--- config.mk ---
export PLATFORM = sky130hd
export DESIGN_NAME = comment_stripper_flat
export DESIGN_NICKNAME = d
export VERILOG_FILES = /design/src/hw/rtl/cstr_pkg.sv /design/src/hw/rtl/cstr_in_if.sv /design/src/hw/rtl/cstr_out_if.sv /design/src/hw/rtl/cstr_scan.sv /design/src/hw/rtl/cstr_outq.sv /design/src/hw/rtl/comment_stripper.sv /design/src/flat_wrapper.sv
export SDC_FILE = /design/constraint.sdc
export NUM_CORES = 1
export LEC_CHECK = 0
export BUFFER_PORTS_ARGS = -buffer_cell sky130_fd_sc_hd__buf_4
export CAP_MARGIN = 25
export CORE_MARGIN = 3
export CORE_UTILIZATION = 40
export DETAILED_ROUTE_END_ITERATION = 8
export GPL_ROUTABILITY_DRIVEN = 0
export PLACE_DENSITY = 0.59
export RECOVER_POWER = 50
export SYNTH_ARGS = -nofsm -noshare
export SYNTH_HDL_FRONTEND = slang
export SYNTH_SLANG_ARGS = --single-unit
--- constraint.sdc ---
create_clock -name clk -period 3.25 [get_ports clk]
set_clock_uncertainty 0.1 [all_clocks]
set_input_delay 0.4875 -clock clk [delete_from_list [all_inputs] [get_ports clk]]
set_output_delay 0.4875 -clock clk [all_outputs]
set_load 0.005 [all_outputs]
--- src/hw/rtl/cstr_pkg.sv ---
package cstr_pkg;

  localparam logic [7:0] CH_SLASH = 8'h2f;
  localparam logic [7:0] CH_STAR  = 8'h2a;
  localparam logic [7:0] CH_NL    = 8'h0a;

  typedef struct packed {
    logic [7:0] out_byte;
    logic       out_valid;
    logic       out_last;
  } cstr_res_t;

  // results produced by one accepted word, r0 first
  typedef struct packed {
    logic [1:0] cnt;
    cstr_res_t  r0;
    cstr_res_t  r1;
  } cstr_push_t;

endpackage

--- src/hw/rtl/cstr_in_if.sv ---
interface cstr_in_if;
  logic       valid;
  logic       ready;
  logic [7:0] in_byte;
  logic       last_byte;

  modport source (output valid, output in_byte, output last_byte, input ready);
  modport sink   (input valid, input in_byte, input last_byte, output ready);
endinterface

--- src/hw/rtl/cstr_out_if.sv ---
interface cstr_out_if;
  logic       valid;
  logic       ready;
  logic [7:0] out_byte;
  logic       out_valid;
  logic       out_last;

  modport source (output valid, output out_byte, output out_valid, output out_last,
                  input ready);
  modport sink   (input valid, input out_byte, input out_valid, input out_last,
                  output ready);
endinterface

--- src/hw/rtl/cstr_scan.sv ---
module cstr_scan (
  input  logic                clk,
  input  logic                rst_n,
  input  logic                accept,
  input  logic [7:0]          in_byte,
  input  logic                last_byte,
  output cstr_pkg::cstr_push_t push
);
  import cstr_pkg::*;

  typedef enum logic [2:0] {
    M_NORMAL = 3'd0,
    M_SLASH  = 3'd1,
    M_LINE   = 3'd2,
    M_BLOCK  = 3'd3,
    M_STAR   = 3'd4
  } mode_t;

  mode_t      mode_r, mode_nxt;
  logic [1:0] n;
  logic [7:0] b0, b1;

  always_comb begin
    n        = 2'd0;
    b0       = in_byte;
    b1       = in_byte;
    mode_nxt = M_NORMAL;
    case (mode_r)
      M_SLASH: begin
        if (in_byte == CH_SLASH) begin
          mode_nxt = M_LINE;
        end else if (in_byte == CH_STAR) begin
          mode_nxt = M_BLOCK;
        end else begin
          n  = 2'd2;
          b0 = CH_SLASH;
        end
      end
      M_LINE: begin
        if (in_byte == CH_NL) begin
          n = 2'd1;
        end else begin
          mode_nxt = M_LINE;
        end
      end
      M_BLOCK, M_STAR: begin
        if (mode_r == M_STAR && in_byte == CH_SLASH) begin
          mode_nxt = M_NORMAL;
        end else if (last_byte) begin
          n = 2'd1;
        end else if (in_byte == CH_STAR) begin
          mode_nxt = M_STAR;
        end else begin
          if (in_byte == CH_NL) n = 2'd1;
          mode_nxt = M_BLOCK;
        end
      end
      default: begin
        if (in_byte == CH_SLASH && !last_byte) begin
          mode_nxt = M_SLASH;
        end else begin
          n = 2'd1;
        end
      end
    endcase
    if (last_byte) mode_nxt = M_NORMAL;

    push.r0.out_byte  = b0;
    push.r0.out_valid = 1'b1;
    push.r0.out_last  = last_byte && (n == 2'd1);
    push.r1.out_byte  = b1;
    push.r1.out_valid = 1'b1;
    push.r1.out_last  = last_byte;
    push.cnt          = n;
    if (last_byte && n == 2'd0) begin
      // bare end marker
      push.r0.out_byte  = 8'd0;
      push.r0.out_valid = 1'b0;
      push.r0.out_last  = 1'b1;
      push.cnt          = 2'd1;
    end
    if (!accept) push.cnt = 2'd0;
  end

  always_ff @(posedge clk) begin
    if (!rst_n) begin
      mode_r <= M_NORMAL;
    end else if (accept) begin
      mode_r <= mode_nxt;
    end
  end

endmodule

--- src/hw/rtl/cstr_outq.sv ---
module cstr_outq (
  input  logic                 clk,
  input  logic                 rst_n,
  input  cstr_pkg::cstr_push_t push,
  input  logic                 pop,
  output logic                 room,
  output logic                 avail,
  output cstr_pkg::cstr_res_t  head
);
  import cstr_pkg::*;

  localparam int Depth = 3;

  cstr_res_t  q_r [Depth];
  cstr_res_t  q_nxt [Depth];
  logic [1:0] cnt_r, cnt_nxt, base;

  assign room  = (cnt_r <= 2'd1);
  assign avail = (cnt_r != 2'd0);
  assign head  = q_r[0];

  always_comb begin
    for (int i = 0; i < Depth - 1; i++) begin
      q_nxt[i] = pop ? q_r[i + 1] : q_r[i];
    end
    q_nxt[Depth - 1] = q_r[Depth - 1];
    base = cnt_r - {1'b0, pop};
    if (push.cnt != 2'd0) q_nxt[base] = push.r0;
    if (push.cnt == 2'd2) q_nxt[base + 2'd1] = push.r1;
    cnt_nxt = base + push.cnt;
  end

  always_ff @(posedge clk) begin
    if (!rst_n) begin
      cnt_r <= 2'd0;
    end else begin
      cnt_r <= cnt_nxt;
    end
  end

  always_ff @(posedge clk) begin
    for (int i = 0; i < Depth; i++) begin
      q_r[i] <= q_nxt[i];
    end
  end

endmodule

--- src/hw/rtl/comment_stripper.sv ---
// Strips C-style line and block comments from a byte stream, keeping newlines;
// string literals are not recognized. One word is taken per cycle while the
// queue has room, and its results land in a three-entry output queue in the
// next cycle. A word that releases a held slash yields two results, so the
// output side has one more result to drain; input stalls only when the queue
// holds two or more. The final word always closes with out_last set, as a bare
// end marker (out_valid low, out_byte zero) when it leaves no character.
module comment_stripper (
  input  logic       clk,
  input  logic       rst_n,
  cstr_in_if.sink    in_ch,
  cstr_out_if.source out_ch
);
  import cstr_pkg::*;

  cstr_push_t push;
  cstr_res_t  head;
  logic       room, avail, accept, pop;

  assign accept = in_ch.valid && room;
  assign pop    = avail && out_ch.ready;

  assign in_ch.ready      = room;
  assign out_ch.valid     = avail;
  assign out_ch.out_byte  = head.out_byte;
  assign out_ch.out_valid = head.out_valid;
  assign out_ch.out_last  = head.out_last;

  cstr_scan u_scan (
    .clk       (clk),
    .rst_n     (rst_n),
    .accept    (accept),
    .in_byte   (in_ch.in_byte),
    .last_byte (in_ch.last_byte),
    .push      (push)
  );

  cstr_outq u_outq (
    .clk   (clk),
    .rst_n (rst_n),
    .push  (push),
    .pop   (pop),
    .room  (room),
    .avail (avail),
    .head  (head)
  );

endmodule
--- src/flat_wrapper.sv ---
// flat-port wrapper written by rule: the top's interface ports become plain ports
module comment_stripper_flat import cstr_pkg::*;
  (clk, rst_n, in_ch_valid, in_ch_in_byte, in_ch_last_byte, in_ch_ready, out_ch_valid, out_ch_out_byte, out_ch_out_valid, out_ch_out_last, out_ch_ready);
  cstr_in_if in_ch_i ();
  cstr_out_if out_ch_i ();
  input  logic clk;
  input  logic rst_n;
  input wire logic [$bits(in_ch_i.valid)-1:0] in_ch_valid;
  input wire logic [$bits(in_ch_i.in_byte)-1:0] in_ch_in_byte;
  input wire logic [$bits(in_ch_i.last_byte)-1:0] in_ch_last_byte;
  output wire logic [$bits(in_ch_i.ready)-1:0] in_ch_ready;
  output wire logic [$bits(out_ch_i.valid)-1:0] out_ch_valid;
  output wire logic [$bits(out_ch_i.out_byte)-1:0] out_ch_out_byte;
  output wire logic [$bits(out_ch_i.out_valid)-1:0] out_ch_out_valid;
  output wire logic [$bits(out_ch_i.out_last)-1:0] out_ch_out_last;
  input wire logic [$bits(out_ch_i.ready)-1:0] out_ch_ready;
  assign in_ch_i.valid = in_ch_valid;
  assign in_ch_i.in_byte = in_ch_in_byte;
  assign in_ch_i.last_byte = in_ch_last_byte;
  assign in_ch_ready = in_ch_i.ready;
  assign out_ch_valid = out_ch_i.valid;
  assign out_ch_out_byte = out_ch_i.out_byte;
  assign out_ch_out_valid = out_ch_i.out_valid;
  assign out_ch_out_last = out_ch_i.out_last;
  assign out_ch_i.ready = out_ch_ready;
  comment_stripper u_core (.clk(clk), .rst_n(rst_n), .in_ch(in_ch_i), .out_ch(out_ch_i));
endmodule
==> After elaboration in Yosys (flattened, before gate mapping) <==
Memories as Yosys holds them, arrays and structs flattened.
Cells that the tools add are included.
Widths: inputs -> output; s select.
{ "totals": {"regBits": 5, "latchBits": 0, "ramBits": 30, "mem_bits_ro": 0, "elab_cells": 66, "n_memories": 1} }
{ "mem_list": {"columns": ["name", "words", "width", "read_ports", "rd_clocked_by_memory_dff", "write_ports", "line_no", "rtl"], "rows": [
  ["u_core.u_outq.q_r", 3, 10, 3, 0, 3, "cstr_outq.sv:14", "cstr_res_t q_r [Depth];"]
]} }
{ "classes": {"add_sub_neg": 3, "mul": 0, "div": 0, "n_lt_le_gt_ge": 5, "n_eq_ne": 9, "shift": 0, "mux": 31, "bitwise": 2, "reduce_logical": 13} }
{ "ops": {"columns": ["op", "count"], "rows": [
  ["$bwmux 30", 2],
  ["$mux 30", 2],
  ["$demux 10 s2", 2],
  ["$mux 10", 4],
  ["$mux 8", 3],
  ["$eq 8x6->1 const B", 2],
  ["$mux 12", 1],
  ["$mux 2", 6],
  ["$mux 3", 3],
  ["$pmux 3 s3", 1],
  ["$eq 8x4->1 const B", 1],
  ["$logic_and 1x1->1", 8],
  ["$eq 3x2->1 const B", 2],
  ["$ge 3x3->1 const B", 2],
  ["$lt 3x1->1 const B", 2],
  ["$mux 1", 6],
  ["$not 2->3", 2],
  ["$pmux 2 s3", 1],
  ["$reduce_bool 2->1", 2],
  ["$eq 3x1->1 const B", 1],
  ["$eq 3x3->1 const B", 1],
  ["$add 2x1->2 const B", 1],
  ["$add 2x2->2", 1],
  ["$eq 2x1->1 const B", 1],
  ["6 further kinds", 6]
]} }

==> Depth between registers and ports, before layout <==
{ "depth": {"depth_word": 14, "ltp_mapped": 12, "ltp_nobuf": 10} }

==> Hierarchy <==
From an unflattened synthesis, not the netlist that was laid out.
{ "hier_totals": {"hier_cells": 322, "hier_area_um2": 2677.6} }
{ "by_module_without_submodules": {"columns": ["mod", "n_inst", "cells_each", "area_each_um2"], "rows": [
  ["cstr_outq", 1, 229, 2090.8],
  ["cstr_scan", 1, 91, 574.3],
  ["comment_stripper", 1, 2, 12.5]
]} }

==> Worst setup path before layout <==
Ideal clock, no wire load.
{ "synth_timing": {"path_type": "reg-to-reg", "startpoint": "reg u_core.u_outq.cnt_r[1]", "endpoint": "mem u_core.u_outq.q_r[0][23] in the netlist's numbering", "setup_time_ns": 0.095, "arrival_time_ns": 2.693, "path_slack_ns": 0.362, "stages_incl_launch_ff": 12, "n_path_buf": 2, "synth_period_minus_slack_ns": 2.888, "cell_sequence": "dfxtp_1 -> inv_1 -> nand2_1 -> nand2_1 -> clkbuf_1 -> inv_1 -> ha_1 -> clkbuf_1 -> inv_1 -> nor3_1 -> a21oi_1 -> a221oi_1"} }
{ "synth_rtl": {"columns": ["element", "line_no", "rtl"], "rows": [
  ["start: declaration", "cstr_outq.sv:16", "logic [1:0] cnt_r, cnt_nxt, base;"],
  ["start signal: assignment", "cstr_outq.sv:37", "cnt_r <= cnt_nxt;"],
  ["end: declaration", "cstr_outq.sv:14", null]
]} }

==> impl_metrics.py <==
metrics = {
    "run_status": {
        "outcome": "complete, no violations",
    },
    "setup_path": {
        "worstPathMaxFanout": 9,
        "worst-r2r-setup-slack_ps": 360,
        "critical_path_class": "primary input to register",
        "critical-path-max-stage-delay_ps": 600,
        "worstPathRequired_ps": 3390,
        "crit_path_top_delay_cell": "or4b_1",
        "arrival_ps": 3080,
        "start_kind": "primary input",
        "path_cells": "clkbuf_1 -> or4b_1 -> nor3_1 -> o21ai_1 -> o211a_1 -> o21ai_1 -> clkbuf_1 -> o221a_2",
        "cp-end-kind": "register",
    },
    "die": {
        "die-area_mm2": 0.00630,
        "pin_count": 25,
        "initial_core_util": 0.416,
        "die_y_um": 79.4,
        "rows": 26,
        "core_mm2": 0.00517,
        "fp.dieW_um": 79.4,
    },
    "clock_network": {
        "cts_buffers": 5,
        "insertion_delay_ps": 290,
        "ctsResizeCount": 0,
        "cts_hold_buf": 0,
        "cts_setup_buffers": 0,
        "htree_num_levels": 2,
        "numClockSinks": 35,
        "tritoncts": "done",
        "clkTransAtPathRegs_ps": 70,
        "clockBufferDepth": 2,
        "root_buffer": "clkbuf_8",
    },
    "synth": {
        "synth_enable_flop_cells": 0,
        "ys_seq_area_frac": 0.325,
        "ys_types": 56,
        "synthArstFlopShare": 0,
        "netlist_area_mm2": 0.00215,
        "syn_inst": 251,
        "yosysTopAreaCell": "dfxtp_1",
        "synth-seq-cells": 35,
        "avgSynthCellArea_um2": 8.58,
        "synth_top_area_share": 0.325,
        "synth.top_cells.by_area": "dfxtp_1 33%, mux2i_1 6.5%, a21oi_1 3.7%",
        "synth_flop_cell": "dfxtp_1",
        "synth_nets": 266,
        "synth_warnings": 0,
    },
    "sta": {
        "tightestPinTransition_ps": 675,
        "fin_ws_ps": 314,
        "max-slew-margin-rel": 0.547,
        "fin_crit_ps": 2940,
        "hold_viol": 0,
        "drv_slew": 0,
        "rsz0062_at_grt": "false",
        "fin_crit_sh": 0.904,
        "setup_viol": 0,
        "fmax_mhz": 341,
        "setup_tns_ps": 0,
    },
    "detailed_routing": {
        "drc": 0,
        "dr.pass1.iters": 4,
        "drt_wl_total_um": 5600,
        "postRouteAntennaNets": 0,
        "routedWlPerCell_um": 16.6,
        "vias": 1998,
        "first_iter_violations": 269,
        "via_per_inst": 5.93,
    },
    "power": {
        "irDropWorstVdd_mv": 0.323,
        "total_leakage_power_nw": 1.03,
        "power_density_mw_per_mm2": 902,
    },
    "hold_path": {
        "hold_class": "primary input to register",
    },
    "flow_run": {
        "drv_cap": 0,
    },
    "place": {
        "port_buffers": 24,
        "hpwlAfterDp_um": 4060,
        "place_ws_ps": 402,
    },
    "grt": {
        "grt_max_degree": 24,
        "globalRouteMet1Util": 0.250,
        "grt_remaining_overflow": 0,
        "track_usage": 0.182,
        "grt.met2_usage": 0.279,
        "grt_pass1_wl_um": 9020,
        "grt_pass1_vias": 1861,
        "grt-busiest-layer": "met2",
        "grt_use_met3": 0.0395,
        "antenna_found_initial": 0,
    },
    "cells_and_area": {
        "utilization": 0.464,
        "nets": 282,
        "diodes": 0,
        "drive_above_1_share": 0.199,
        "areaGrowthSynthToFinish_pct": 11.4,
    },
}
==> metal layers <==
metal  up-vias  part of all wire
met5         -                 0
met4         0             0.016
met1       936              0.47
met2        88              0.44
met3         8             0.072
li1        966                 -
==> worst paths after layout <==
check / cells after the start / end / from
max: 8 / u_core.u_outq.q_r[0][7]$_DFF_P_ / in_ch_in_byte[7]
min: 2 / u_core.u_scan.mode_r[2]$_SDFFE_PN0P_ / rst_n
max reg2reg: 5 / u_core.u_outq.q_r[0][25]$_DFF_P_ / u_core.u_scan.mode_r[2]$_SDFFE_PN0P_
min reg2reg: 2 / u_core.u_outq.q_r[0][27]$_DFF_P_ / u_core.u_outq.q_r[0][27]$_DFF_P_
==> critical path, delay by kind of cell <==
kind	cells	cell delay [ps]
buffers and inverters	2	450
AOI/OAI and AO/OA	4	1040
and+or+nand+nor	2	1100
==> cell usage in the layout (no fill, tap or decap), drive strengths merged, types with 8 or more instances in the layout <==
| cell type | synthesis | final |
|---|---|---|
| dfxtp | 35 | 35 |
| nand2 | 16 | 16 |
| clkbuf | 8 | 21 |
| nor3 | 9 | 9 |
| buf | 13 | 15 |
| o22ai | 8 | 8 |
| mux2i | 14 | 14 |
| nor2 | 11 | 11 |
| o21ai | 14 | 14 |
| a21oi | 16 | 16 |
| inv | 18 | 18 |
==> power breakdown <==
group | leakage, nW | switching, mW | internal [mW] | total [mW]
clock | 0.0470 | 0.164 | 0.166 | 0.330
sequential | 0.292 | 0.0916 | 0.635 | 0.726
combinational | 0.696 | 0.564 | 0.543 | 1.11
==> cell families (layout without fill, tap and decap cells) <==
logic type	Yosys count	count (layout)	synth area share
compound gates	86	86	0.298
fa+ha+maj	2	2	0.0116
simple gates	66	66	0.172
flops	35	35	0.325
xor+xnor	6	6	0.0244
buf+inv	39	55	0.0883
mux	17	17	0.0808
==> cell usage after synthesis (all sizes together), types with 2 or more instances <==
cell type	number
mux2	3
nand2	16
nand2b	4
nand3	7
a221oi	6
and2	3
dfxtp	35
a211oi	3
nand4	5
a21o	3
xnor2	4
o21ai	14
nor2b	4
o2bb2ai	2
o22ai	8
nor2	11
mux2i	14
clkbuf	8
xor2	2
a22o	6
a31o	2
ha	2
o221a	6
a31oi	6
inv	18
a21oi	16
nor3	9
buf	13
o211a	3
o211ai	4
==> layout make-up <==
cell class	instances	area [um^2]
sequential	35	701
multi-input combinational	177	1240
inverter	18	67.6
clock buffer	6	82.6
tap	70	87.6
fill	512	2770
clock inverter	1	5.00
timing repair buffer	30	214
==> registers in the layout, indices dropped and copies added, names as in the netlist <==
signal and cells:
u_core.u_scan.mode_r 3, u_core.u_outq.cnt_r 2, u_core.u_outq.q_r 30
==> through the flow <==
stage          total power [mW]  hold WS, ps  cells  instance area, um^2
2_1_floorplan              1.57          348    251                 2150
3_3_place_gp               1.85          360    330                 2340
3_5_place_dp               1.85          369    330                 2340
4_1_cts                    2.18          304    337                 2430
5_1_grt                    2.32          316    337                 2400
6_report                   2.16          309    337                 2400
Note: power is estimated with default switching activity, not from simulation.
